===== config.mk =====
export PLATFORM = sky130hd
export DESIGN_NAME = cobs_stream_decoder_top
export DESIGN_NICKNAME = d
export VERILOG_FILES = /design/src/hdl/csd_pkg.sv /design/src/hdl/csd_decode.sv /design/src/hdl/csd_out_reg.sv /design/src/hdl/cobs_stream_decoder_top.sv
export SDC_FILE = /design/constraint.sdc
export NUM_CORES = 1
export LEC_CHECK = 0
export ABC_CLOCK_PERIOD_IN_PS = 2700
export CORE_MARGIN = 1
export CORE_UTILIZATION = 44
export CTS_BUF_LIST = sky130_fd_sc_hd__clkbuf_8 sky130_fd_sc_hd__clkbuf_16
export DETAILED_ROUTE_END_ITERATION = 8
export DONT_BUFFER_PORTS = 1
export SYNTH_ARGS = -nofsm -noshare
export SYNTH_HDL_FRONTEND = slang
export SYNTH_HIERARCHICAL = 1
export SYNTH_SLANG_ARGS = --single-unit

===== constraint.sdc =====
create_clock -name clk -period 2.7 [get_ports clk]
set_input_delay 0.405 -clock clk [delete_from_list [all_inputs] [get_ports clk]]
set_output_delay 0.405 -clock clk [all_outputs]
set_load 0.02 [all_outputs]

===== src/hdl/csd_pkg.sv =====
// Shared types, constants and helpers for the COBS stream decoder.
package csd_pkg;

  localparam logic [7:0] DELIM       = 8'h00;
  localparam logic [7:0] AWAIT       = 8'hFF;
  localparam logic [7:0] MAX_PAYLOAD = 8'd253;
  localparam logic [7:0] SIZE_RESET  = 8'd253;

  typedef struct packed {
    logic [7:0] code_left;
    logic [7:0] bytes_decoded;
  } csd_state_t;

  typedef struct packed {
    logic       byte_valid;
    logic [7:0] byte_value;
    logic [7:0] byte_index;
    logic       frame_done;
    logic [7:0] frame_length;
    logic       overflow;
  } csd_result_t;

  // Clamps the configured size into the supported range of payload lengths.
  function automatic logic [7:0] limit_of(input logic [7:0] size);
    logic [7:0] lim;
    if (size == 8'd0) begin
      lim = 8'd1;
    end else if (size > MAX_PAYLOAD) begin
      lim = MAX_PAYLOAD;
    end else begin
      lim = size;
    end
    return lim;
  endfunction

endpackage


===== src/hdl/csd_decode.sv =====
// Next-state and result logic for one received byte.
module csd_decode (
  input  logic [7:0]          rx_byte,
  input  logic [7:0]          buffer_size,
  input  csd_pkg::csd_state_t state,
  output csd_pkg::csd_state_t state_next,
  output csd_pkg::csd_result_t result
);
  import csd_pkg::*;

  logic [7:0] val;
  logic [7:0] code_next;
  logic [7:0] limit;

  assign limit = limit_of(buffer_size);

  always_comb begin
    state_next = state;
    result     = '0;
    val        = 8'd0;
    code_next  = 8'd0;

    if (rx_byte == DELIM) begin
      state_next.code_left     = AWAIT;
      state_next.bytes_decoded = 8'd0;
      if (state.code_left == 8'd0 && state.bytes_decoded != 8'd0) begin
        result.frame_done   = 1'b1;
        result.frame_length = state.bytes_decoded;
      end
    end else if (state.code_left == AWAIT) begin
      // Without a preceding delimiter the byte is ignored.
      if (state.bytes_decoded == 8'd0) begin
        state_next.code_left = rx_byte - 8'd1;
      end
    end else begin
      if (state.code_left == 8'd0) begin
        // A code byte stands for the zero that ended the previous group.
        code_next = rx_byte - 8'd1;
        val       = 8'd0;
      end else begin
        code_next = state.code_left - 8'd1;
        val       = rx_byte;
      end
      if (state.bytes_decoded < limit) begin
        state_next.code_left     = code_next;
        state_next.bytes_decoded = state.bytes_decoded + 8'd1;
        result.byte_valid        = 1'b1;
        result.byte_value        = val;
        result.byte_index        = state.bytes_decoded;
      end else begin
        state_next.code_left = AWAIT;
        result.overflow      = 1'b1;
      end
    end
  end

endmodule


===== src/hdl/csd_out_reg.sv =====
// Result register with valid/stall handshake toward the receiver.
module csd_out_reg (
  input  logic                 clk,
  input  logic                 rst,
  input  logic                 load,
  input  csd_pkg::csd_result_t result_in,
  input  logic                 out_stall,
  output logic                 out_valid,
  output logic                 full_stalled,
  output csd_pkg::csd_result_t result_out
);
  import csd_pkg::*;

  assign full_stalled = out_valid && out_stall;

  always_ff @(posedge clk) begin
    if (rst) begin
      out_valid <= 1'b0;
    end else if (load) begin
      out_valid <= 1'b1;
    end else if (!out_stall) begin
      out_valid <= 1'b0;
    end
  end

  always_ff @(posedge clk) begin
    if (load) begin
      result_out <= result_in;
    end
  end

endmodule


===== src/hdl/cobs_stream_decoder_top.sv =====
// Top level of the COBS stream decoder.
//
//   Channel | Direction | Handshake            | Payload
//   --------+-----------+----------------------+--------------------------------------
//   input   | in        | in_valid / in_stall  | rx_byte
//   output  | out       | out_valid / out_stall| byte_valid, byte_value, byte_index,
//           |           |                      | frame_done, frame_length, overflow
//   config  | in        | cfg_wr_en            | cfg_wr_data (buffer_size)
//
// Every accepted byte gives one item, which is registered and shown on the output in the cycle after acceptance.
// One byte is taken per cycle while in_stall is low; the decode state is updated at the accepting edge.
// in_stall rises only while reset is held or a result waits under out_stall.
// Reset is synchronous: the decoder awaits a start delimiter, buffer_size is 253.
module cobs_stream_decoder_top (
  input  logic       clk,
  input  logic       rst,
  input  logic       in_valid,
  output logic       in_stall,
  input  logic [7:0] rx_byte,
  output logic       out_valid,
  input  logic       out_stall,
  output logic       byte_valid,
  output logic [7:0] byte_value,
  output logic [7:0] byte_index,
  output logic       frame_done,
  output logic [7:0] frame_length,
  output logic       overflow,
  input  logic       cfg_wr_en,
  input  logic [7:0] cfg_wr_data
);
  import csd_pkg::*;

  logic        [7:0] buffer_size;
  csd_state_t        state;
  csd_state_t        state_next;
  csd_result_t       result_next;
  csd_result_t       result;
  logic              accept;
  logic              full_stalled;

  assign in_stall = rst || full_stalled;
  assign accept   = in_valid && !in_stall;

  csd_decode u_decode (
    .rx_byte     (rx_byte),
    .buffer_size (buffer_size),
    .state       (state),
    .state_next  (state_next),
    .result      (result_next)
  );

  always_ff @(posedge clk) begin
    if (rst) begin
      state.code_left     <= AWAIT;
      state.bytes_decoded <= AWAIT;
      buffer_size         <= SIZE_RESET;
    end else begin
      if (accept) begin
        state <= state_next;
      end
      if (cfg_wr_en) begin
        buffer_size <= cfg_wr_data;
      end
    end
  end

  csd_out_reg u_out_reg (
    .clk          (clk),
    .rst          (rst),
    .load         (accept),
    .result_in    (result_next),
    .out_stall    (out_stall),
    .out_valid    (out_valid),
    .full_stalled (full_stalled),
    .result_out   (result)
  );

  assign byte_valid   = result.byte_valid;
  assign byte_value   = result.byte_value;
  assign byte_index   = result.byte_index;
  assign frame_done   = result.frame_done;
  assign frame_length = result.frame_length;
  assign overflow     = result.overflow;

endmodule


==> results of run 1 <==
registers in the layout, indices dropped and copies added (netlist names):
signal and flops:
u_out_reg/out_valid 1, buffer_size 8, state 16, u_out_reg/result_out 27
worst max-delay path, delay by kind of cell (launching register included):
family	cells	cell delay [ns]
AOI/OAI and AO/OA	4	0.68
buffers and inverters	1	0.26
adders and majority gates	1	0.18
and+or+nand+nor	5	0.91
muxes	1	0.12
DFF	1	0.32
Yosys cell counts (all sizes together):
cell      n  area share [%]
or4       8             2.0
or2       1            0.21
a211o     8             2.3
a31oi     1            0.21
nand3     5            0.82
o221ai    1            0.29
buf      11             3.0
inv      15             1.8
dfxtp    25              16
nor2     53             6.5
nor3      6             1.3
nor4      9             2.3
or4b      1            0.45
a2bb2oi   2            0.58
mux2i    20             6.6
nand2    18             2.5
nand2b    3            0.62
o211ai    1            0.25
o2bb2ai   1            0.29
nand3b    2            0.49
o21ai     5            0.82
nor2b    11             2.5
a211oi    3             1.1
and2     15             3.1
xor2      3            0.86
clkbuf    5            0.62
a21oi    13             2.1
xnor2     6             1.7
edfxtp   27              27
o31ai     6             1.5
mux2      1            0.37
and3      8             1.6
or3       2            0.41
and4      3            0.86
nor4b     1            0.29
ha       13             5.3
a21o      1            0.25
nand4     4            0.82
per-layer routing:
layer  GRT usage [%]  vias up
li1                -     1158
met1            24.4     1078
met3            3.60        7
met5               0        -
met2            29.2       79
met4            5.24        0
cell usage in the layout, fill, tap and decap left out, types with 6 or more instances in the layout:
master    instances
nor2_1           52
edfxtp_1         27
dfxtp_1          25
buf_4            21
mux2i_1          20
nand2_1          17
inv_1            15
and2_1           14
ha_1             13
a21oi_1          12
nor2b_1          10
a211o_1           8
nor4_1            8
or4_1             8
and3_1            8
o31ai_1           6
xnor2_1           6
area by class of cell:
cell class / instances / area (um^2)
clock buffers: 5 / 68.8
clock inverters: 3 / 42.5
fillers: 608 / 3180
inverters: 15 / 56.3
multi-input cells: 235 / 1580
flip-flops and latches: 52 / 1310
well taps: 77 / 96.3
repair buffers: 21 / 158
cells by family (layout without fill, tap and decap cells):
group,Yosys count,after routing,share of synthesized area (%)
fa+ha+maj,13,13,5.34
flops,52,52,43.1
buf+inv,31,44,5.51
compound gates,42,42,9.66
mux,21,21,6.95
xor+xnor,9,9,2.59
simple gates,150,150,26.9
stage by stage:
stage,hold slack (ns),cells
2_1_floorplan,0.477,318
3_3_place_gp,0.482,400
3_5_place_dp,0.484,400
4_1_cts,0.151,408
5_1_grt,0.136,408
6_report,0.159,408
worst max path at each step:
stage | startpoint | to | slack [ns] | depth (start not counted)
after floorplan | out_stall | u_out_reg/result_out[0] | 0.11 | 3
after global placement | rx_byte[0] | state[15] | -0.1 | 9
after detailed placement | buffer_size[5] | state[15] | -0.12 | 11
after CTS | buffer_size[7] | state[0] | 0.11 | 12
after global routing | buffer_size[4] | state[0] | -0.04 | 14
final | buffer_size[5] | state[3] | 0.15 | 12
what timing repair did:
action,4_1_cts,5_1_grt
endpoints found under the setup margin,9,4
pin swaps,0,1
resized for setup,1,2
hold endpoints to repair,0,0
power groups by stage:
stage          Sequential [uW]  Combinational (uW)  Clock [uW]
2_1_floorplan              898                 107           0
3_5_place_dp               900                 125           0
4_1_cts                    882                 127         544
3_3_place_gp               900                 123           0
5_1_grt                    885                 141         575
6_report                   881                 127         528
==> summary.md, run 1 <==
| Metric | Value |
|---|---|
| Outcome | `finished clean` |
| Fin nets | `364` |
| Met2 Wirelength | `2.77 mm` |
| Port Buf Inserts | `0` |
| Hold EP | `buffer_size[1]` |
| Critical Path AT | `2.79 ns` |
| Power Total | `1540 uW` |
| Worst hold path type | `in2reg` |
| Clk buf depth | `2` |
| Clock power frac | `34.4%` |
| Gr ovfl total | `0` |
| Vias per std cell | `5.69` |
| Post-CTS setup buffers | `0` |
| Max layer used | `met4` |
| Startpoint Class | `flip-flop` |
| Pleak | `0.00135 uW` |
| Vias after detailed routing | `2,322` |
| First-pass GRT wire length | `10.2 mm` |
| Syn Nets | `352` |
| Worst slack at placement | `-0.119 ns` |
| Final ANT Viol Nets | `0` |
| CTS tree | `built` |
| CTS Buf Count | `5` |
| Largest net degree at the start of global routing | `43` |
| Setup TNS | `0 ns` |
| Die X | `85.2 um` |
| WL final | `6.28 mm` |
| # diodes | `0` |
| Initial antenna violation count | `0` |
| Number of synthesized register bits | `52` |
| WL/cell | `15.4 um` |
| CTS Sinks | `52` |
| Initial DRT Pass Iterations | `4` |
| Clock Skew | `0.0101 ns` |
| CTS Root Cell | `clkbuf_8` |
| Worst rel slew slack | `49.1%` |
| Final core occ | `51.1%` |
| Sw Pwr | `356 uW` |
| Slew Viols, Final | `0` |
| Post-detail-place hpwl | `4.52 mm` |
| GP Congestion | `0.883` |
| First DRT Iteration DRCs | `181` |
| GRT Util Overall | `18.0%` |
| Reg-to-Reg Start | `buffer_size[5]` |
| Max H-tree Level | `2` |
| Combinational power share | `8.3%` |
| Hold path start | `rst` |
| # setup viols final | `0` |
| Worst path max stage delay | `0.50 ns` |
| Sequential share of the synthesized area | `43.1%` |
| Total core area | `6490 um^2` |
| Critical Path RT | `2.94 ns` |
| Pwr Density | `463 nW/um^2` |
| R2R Setup Slk | `0.15 ns` |
| Die footprint | `7250 um^2` |
| Yosys Warn Count | `6` |
| DIE HEIGHT | `85.2 um` |
| Worst slew pin tran | `0.760 ns` |
| CTS Hold Bufs | `0` |
| Synth Cell Area | `3040 um^2` |
| F_max | `393 MHz` |
| Met1 Wirelength | `3.12 mm` |
| Syn avg cell area | `9.57 um^2` |
| Vias in the first global route | `2,097` |
| Worst Setup End Kind | `flip-flop` |
| Max Fanout on Critical Path | `19` |
| Row count | `29` |
| Reg-to-Reg End | `state[3]` |
| P_int | `1180 uW` |
| Worst path slowest cell | `or4_1` |
| Gate Count Post-Synth | `318` |
| Synth unique cells | `48` |
| Ports | `50` |
| Initial Utilization | `46.9%` |
| Hold Path Depth | `1` |
| Final Worst Setup Slack | `0.152 ns` |
| Clock Latency Late Sink | `0.30 ns` |
| Crit-path most repeated cell | `a21oi_1` |
| Final hold vios | `0` |
| Area grow syn2layout | `8.96%` |
| Reg power frac | `57.4%` |
| Clock Pin Slew Worst Setup and Hold Paths | `0.10 ns` |
| Worst reg-to-reg path cell count | `12` |
| Sw Share | `23.2%` |
| Met3 Routed Length | `308 um` |
| VDD IR max | `0.000205 V` |
| Ratio of cells with drive above 1 in the final layout | `12.7%` |
| Cell Area, Placed | `3190 um^2` |
| Critical path class | `reg2reg` |
| Tmin final | `2.55 ns` |
| Max-cap violations | `0` |
| RSZ-0062 raised after global routing | `true` |
| Crit-path cells | `and4_1 > nand3_1 > nand2_1 > ha_1 > a21o_1 > a21oi_1 > o221ai_1 > buf_4 > or4_1 > a21oi_1 > nor2_1 > mux2i_1` |
| Period utilisation layout | `94.4%` |
| Drt drc | `0` |
| Post-route cell area | `3320 um^2` |
(Power assumes the default switching activity.)
==> run 2: changes to the inputs <==
--- a/config.mk
+++ b/config.mk
@@ -13,5 +13,4 @@
 export DONT_BUFFER_PORTS = 1
 export SYNTH_ARGS = -nofsm -noshare
 export SYNTH_HDL_FRONTEND = slang
-export SYNTH_HIERARCHICAL = 1
 export SYNTH_SLANG_ARGS = --single-unit
==> run 2 against run 1 <==
Net effect: core utilization shrank 0.099 points; critical path type unchanged; first-iteration DRC count fell by 30%; clock skew is 0.0052 ns lower; cell area shrank 6.9%; sequential share of layout area increased by 2.9 points; non-clock buffer count decreased by 7; cell count shrank 12%; sequential cell count unchanged; clock power up 6.1%; total power rose by 120%; die area fell by 6.7%; critical path depth fell by 4.
==> summary.md, run 2 <==
| Metric | Value |
|---|---|
| Outcome | `finished clean` |
| Max H-tree Level | `2` |
| Clock Latency Late Sink | `0.30 ns` |
| WL final | `5.65 mm` |
| Commonest register cell after synthesis | `edfxtp_1` |
| Most frequent cell after synthesis | `edfxtp_1` |
| Final ANT Viol Nets | `0` |
| # diodes | `0` |
| Worst hold path type | `in2reg` |
| Synth top cells by count | `edfxtp_1 (27), dfxtp_1 (25), and2_1 (22)` |
| Startpoint Class | `flip-flop` |
| First DRT Iteration DRCs | `127` |
| Vias after detailed routing | `2,013` |
| Syn Nets | `309` |
| RSZ-0062 raised after global routing | `false` |
| Post-Layout Cell Count | `359` |
| Largest net degree at the start of global routing | `32` |
| Number of synthesized register bits | `52` |
| Worst slew pin tran | `0.653 ns` |
| Max-cap violations | `0` |
| Pwr Density | `1120 nW/um^2` |
| Ratio of cells with drive above 1 in the final layout | `14.4%` |
| CTS Hold Bufs | `0` |
| Critical Path RT | `2.93 ns` |
| Final Worst Setup Slack | `0.240 ns` |
| Pleak | `0.00119 uW` |
| Max Fanout on Critical Path | `12` |
| Post-detail-place hpwl | `4.25 mm` |
| Setup TNS | `0 ns` |
| Post-synth EDFFs | `27` |
| Synth Cell Area | `2840 um^2` |
| Worst rel slew slack | `56.5%` |
| Worst slack at placement | `0.117 ns` |
| Initial DRT Pass Iterations | `4` |
| Fillers | `562` |
| Synth unique cells | `47` |
| Clock Skew | `0.00489 ns` |
| Ports | `50` |
| Sequential share of the synthesized area | `46.2%` |
| Final hold vios | `0` |
| Synth area leader | `edfxtp_1` |
| Tmin final | `2.46 ns` |
| Row count | `28` |
| Worst Setup End Kind | `flip-flop` |
| WL/cell | `15.7 um` |
| Critical Path AT | `2.69 ns` |
| Fin nets | `317` |
| Largest regs | `u_out_reg.result_out x27, state x16, buffer_size x8` |
| Initial antenna violation count | `0` |
| Area grow syn2layout | `8.96%` |
| Commonest non-fill, non-tap cell in the layout | `edfxtp_1` |
| Placed cells | `350` |
| Worst path max stage delay | `0.57 ns` |
| Port Buf Inserts | `0` |
| Initial Utilization | `46.8%` |
| Total core area | `6060 um^2` |
| CTS Buf Count | `5` |
| Yosys Warn Count | `0` |
| Crit-path cells | `inv_1 > ha_1 > and4_1 > nand4_1 > o31ai_4 > o21ai_0 > and2_1 > a31oi_1` |
| First-pass GRT wire length | `9.37 mm` |
| CTS Root Cell | `clkbuf_8` |
| Gr ovfl total | `0` |
| Gate Count Post-Synth | `275` |
| Vias per std cell | `5.61` |
| Die footprint | `6770 um^2` |
| CTS tree | `built` |
| F_max | `406 MHz` |
| Yosys top cell area share | `28.6%` |
| GP Congestion | `0.810` |
| Syn avg cell area | `10.3 um^2` |
| Vias in the first global route | `1,882` |
| Die X | `82.3 um` |
| Worst path slowest cell | `o31ai_4` |
| # setup viols final | `0` |
| DIE HEIGHT | `82.3 um` |
| Drt drc | `0` |
| Clock Pin Slew Worst Setup and Hold Paths | `0.09 ns` |
| Most frequent cells in the layout | `edfxtp_1 (27), dfxtp_1 (25), and2_1 (21), inv_1 (18), nand2_1 (17)` |
| Top cells by area, synth | `edfxtp_1 (29%), dfxtp_1 (18%), ha_1 (5.7%)` |
| CTS Sinks | `52` |
| Critical path class | `reg2reg` |
| Max reg flops | `27` |
| Clk buf depth | `2` |
| Slew Viols, Final | `0` |
| VDD IR max | `0.000465 V` |
| GRT Util Overall | `18.6%` |
| Largest Register | `u_out_reg.result_out` |
| Post-synth ARST share | `0%` |
| Period utilisation layout | `91.1%` |
run 2: cell types whose count changed in the layout (fill, tap and decap cells not counted), sizes merged, moves of 5 or more:
cell,delta
a211o,-5
and2,+7
buf,-7
mux2i,-18
nor2,-40
nor2b,-9
nor3,+10
o211ai,+8
o21ai,+9
or4,-6
run 2: routing by layer:
metal  vias to the layer above  wire length [um]  track usage (%)
met5                         -                 0                0
met4                         0                68             5.96
met3                         6               315             4.51
met2                        70              2410             27.6
met1                       925              2850             26.3
li1                       1012                 -                -
run 2: final cells by class:
cell class | instances | area, um^2 | share of cell area (%)
well taps | 75 | 93.8 | 3.04
repair buffers | 14 | 105 | 3.40
clock inverters | 2 | 38.8 | 1.26
flip-flops and latches | 52 | 1310 | 42.4
inverters | 18 | 67.6 | 2.19
multi-input cells | 192 | 1390 | 45.0
clock buffers | 6 | 82.6 | 2.67
run 2: kinds of logic (layout without fill, tap and decap cells):
group	count (synthesis)	after routing	synth area share, %
AOI/OAI and AO/OA	50	50	12.0
xor gates and xnor gates	15	15	4.63
adders and majority gates	13	13	5.74
buffers and inverters	31	40	4.77
DFF	52	52	46.2
muxes	2	2	0.706
and+or+nand+nor	112	112	25.9
run 2: critical path: cells and delay by family, from the launching register on:
| kind | cells | cell delay [ns] |
|---|---|---|
| adders and majority gates | 1 | 0.29 |
| and+or+nand+nor | 3 | 0.60 |
| buffers and inverters | 1 | 0.09 |
| DFF | 1 | 0.40 |
| AOI/OAI and AO/OA | 3 | 1.01 |
run 2: worst paths after layout:
| kind | end | startpoint | slack (ns) | cells after the start |
|---|---|---|---|---|
| hold reg to reg | buffer_size[0] | buffer_size[0] | 0.50 | 2 |
| setup / recovery | state[11] | buffer_size[7] | 0.24 | 8 |
| setup reg to reg | state[11] | buffer_size[7] | 0.24 | 8 |
| hold / removal | buffer_size[1] | rst | 0.16 | 1 |
run 2: through the flow:
| stage | hold WS, ns | area [um^2] | utilization [%] | power, uW |
|---|---|---|---|---|
| final | 0.160 | 3090 | 51.0 | 3460 |
| after global routing | 0.139 | 3090 | 51.0 | 3740 |
| after CTS | 0.151 | 3080 | 50.8 | 3460 |
| after detailed placement | 0.477 | 2960 | 48.8 | 2890 |
| after global placement | 0.478 | 2960 | 48.8 | 2890 |
| after floorplan | 0.442 | 2840 | - | 2570 |
run 2: report_power, final:
part / total (uW) / leakage (uW) / switching (uW) / internal (uW)
logic: 1610 / 0.000667 / 951 / 659
registers: 1280 / 0.000465 / 217 / 1070
clock network: 560 / 0.0000614 / 257 / 303
run 2: what timing repair did:
item | in CTS | in global routing
buffers inserted | 0 | 1
resized for setup | 0 | 1
setup endpoints to repair | 0 | 9
hold endpoints to repair | 0 | 0
==> run 3: changes to the inputs <==
--- a/config.mk
+++ b/config.mk
@@ -11,6 +11,7 @@
 export CTS_BUF_LIST = sky130_fd_sc_hd__clkbuf_8 sky130_fd_sc_hd__clkbuf_16
 export DETAILED_ROUTE_END_ITERATION = 8
 export DONT_BUFFER_PORTS = 1
+export GPL_TIMING_DRIVEN = 0
 export SYNTH_ARGS = -nofsm -noshare
 export SYNTH_HDL_FRONTEND = slang
 export SYNTH_SLANG_ARGS = --single-unit
==> run 3 against run 2 <==
Net effect: fmax is 1.8% higher; clock power is 15% lower; routed wire length is 2.2% lower; die area stayed put; clock skew is 0.0050 ns higher; sequential cell count stayed put; combinational power hardly changed; non-clock buffer count is 1 lower; largest power group unchanged.
==> summary.md, run 3 (synthesis gave the netlist of run 2 again) <==
| Metric | Value |
|---|---|
| Outcome | `finished clean` |
| RSZ-0062 raised after global routing | `false` |
| Area grow syn2layout | `7.33%` |
| WL/cell | `15.4 um` |
| Total core area | `6060 um^2` |
| Pleak | `0.00114 uW` |
| Worst rel slew slack | `58.2%` |
| Met3 Use GR | `3.74%` |
| Critical Path AT | `2.61 ns` |
| Family with the most delay on the worst path | `simple AND/OR/NAND/NOR gates` |
| Hold EP | `u_out_reg.out_valid` |
| Tmin final | `2.42 ns` |
| CTS Buf Count | `5` |
| CTS Sinks | `52` |
| Fin nets | `317` |
| Port Buf Inserts | `0` |
| Ports | `50` |
| Combinational power share | `47.7%` |
| Startpoint Class | `flip-flop` |
| CTS tree | `built` |
| Drt drc | `0` |
| Clock power frac | `14.1%` |
| Commonest non-fill, non-tap cell in the layout | `edfxtp_1` |
| Clk buf depth | `2` |
| Gr ovfl total | `0` |
| Reg power frac | `38.2%` |
| P_int | `1920 uW` |
| Layer with the highest usage | `met2` |
| WP buf/inv | `1` |
| Critical Path RT | `2.89 ns` |
| DIE HEIGHT | `82.3 um` |
| Slew Viols, Final | `0` |
| Final ANT Viol Nets | `0` |
| # diodes | `0` |
| First DRT Iteration DRCs | `92` |
| GR met2 Demand/Resource | `28.0%` |
| Setup TNS | `0 ns` |
| Die footprint | `6770 um^2` |
| Max-cap violations | `0` |
| Clock Pin Slew Worst Setup and Hold Paths | `0.10 ns` |
| Crit-path most repeated cell | `nand2_1` |
| Hold path start | `in_valid` |
| # setup viols final | `0` |
| Post-detail-place hpwl | `4.02 mm` |
| Max H-tree Level | `2` |
| Most frequent cells in the layout | `edfxtp_1 (27), dfxtp_1 (23), and2_1 (22), nand2_1 (17), inv_1 (17)` |
| Vias in the first global route | `1,880` |
| Final hold slack | `0.218 ns` |
| Worst path max stage delay | `0.56 ns` |
| CTS Root Cell | `clkbuf_8` |
| Largest net degree at the start of global routing | `33` |
| Period utilisation layout | `89.5%` |
| Worst hold path type | `in2reg` |
| Ratio of cells with drive above 1 in the final layout | `12.7%` |
| Initial Utilization | `46.8%` |
| Sw Pwr | `1450 uW` |
| Largest regs | `u_out_reg.result_out x27, state x16, buffer_size x8` |
| Fillers | `570` |
| First-pass GRT wire length | `9.08 mm` |
| GRT Util Overall | `17.8%` |
| CTS Hold Bufs | `0` |
| Initial antenna violation count | `0` |
| Crit-path cells | `a21oi_1 > nand2_1 > clkinvlp_4 > nand2_1 > or4b_1 > xor2_1 > o21ai_2` |
| WL final | `5.52 mm` |
| Reg-to-Reg Start | `u_out_reg.out_valid` |
| F_max | `414 MHz` |
| VDD IR max | `0.000542 V` |
| Clock Skew | `0.00990 ns` |
| Initial DRT Pass Iterations | `4` |
| Worst slew pin tran | `0.624 ns` |
| Worst path slowest cell | `or4b_1` |
| Critical path class | `reg2reg` |
| Worst reg-to-reg path cell count | `7` |
| Final hold vios | `0` |
| Pwr Density | `1110 nW/um^2` |
| Reg-to-Reg End | `state[3]` |
| Largest Register | `u_out_reg.result_out` |
| R2R Setup Slk | `0.28 ns` |
| Sw Share | `43.0%` |
| GP Congestion | `0.789` |
| Max reg flops | `27` |
| Clock Latency Late Sink | `0.31 ns` |
| Met1 usage in global routing | `24.6%` |
| Die X | `82.3 um` |
| Worst Setup End Kind | `flip-flop` |
| Hold Path Depth | `2` |
| Vias after detailed routing | `1,997` |
| Row count | `28` |
| Max Fanout on Critical Path | `16` |
| Vias per std cell | `5.56` |
[run 3: worst max-delay path by stage]
stage	from	endpoint	slack, ns	cells after the start
after global routing	u_out_reg.out_valid	state[3]	0.09	7
after floorplan	out_stall	state[3]	0.06	7
after global placement	out_stall	state[3]	-0.35	7
after detailed placement	out_stall	state[3]	-0.39	7
final	u_out_reg.out_valid	state[3]	0.28	7
after CTS	buffer_size[6]	state[13]	0.04	11
[run 3: routing by layer]
| metal | vias up | share of wire [%] |
|---|---|---|
| li1 | 1017 | - |
| met1 | 916 | 51 |
| met2 | 62 | 44 |
| met3 | 2 | 4.0 |
| met4 | 0 | 0.49 |
| met5 | - | 0 |
[run 3: worst reg2reg max path: cells and delay by family (launching register included)]
kind | cells | cell delay [ns]
flip-flops | 1 | 0.40
buffers and inverters | 1 | 0.34
XOR/XNOR | 1 | 0.18
AND/OR/NAND/NOR | 3 | 1.12
AO/OA/AOI/OAI | 2 | 0.26
[run 3: repair_timing]
action	4_1_cts	5_1_grt
pin swaps	0	1
endpoints found under the hold margin	0	0
setup buffers	0	1
cloned	0	1
endpoints found under the setup margin	6	12
gates resized for setup	1	5
[run 3: power groups by stage]
stage / registers, uW / logic, uW / clock network [uW]
finish: 1290 / 1610 / 474
global route: 1310 / 1830 / 516
CTS: 1290 / 1590 / 488
detailed placement: 1310 / 1580 / 0
global placement: 1300 / 1580 / 0
floorplan: 1260 / 1300 / 0
[run 3: layout make-up]
type	instances	area, um^2	share of cell area, %
Timing Repair Buffer	1	7.51	0.247
Buffer	12	66.3	2.18
Clock buffer	5	68.8	2.26
Clock inverter	3	27.5	0.905
Inverter	18	71.3	2.34
Timing Repair inverter	1	5.00	0.164
Sequential cell	52	1310	43.2
Tap cell	75	93.8	3.08
Multi-Input combinational cell	192	1390	45.6
[run 3: per-stage QoR]
stage / power (uW) / utilization [%] / area (um^2) / setup WS (ns) / cells
3_5_place_dp: 2890 / 48.3 / 2930 / -0.392 / 350
2_1_floorplan: 2570 / - / 2840 / 0.0632 / 275
5_1_grt: 3660 / 50.2 / 3040 / 0.0924 / 359
6_report: 3370 / 50.2 / 3040 / 0.283 / 359
3_3_place_gp: 2880 / 48.3 / 2930 / -0.353 / 350
4_1_cts: 3370 / 50.0 / 3030 / 0.0365 / 358
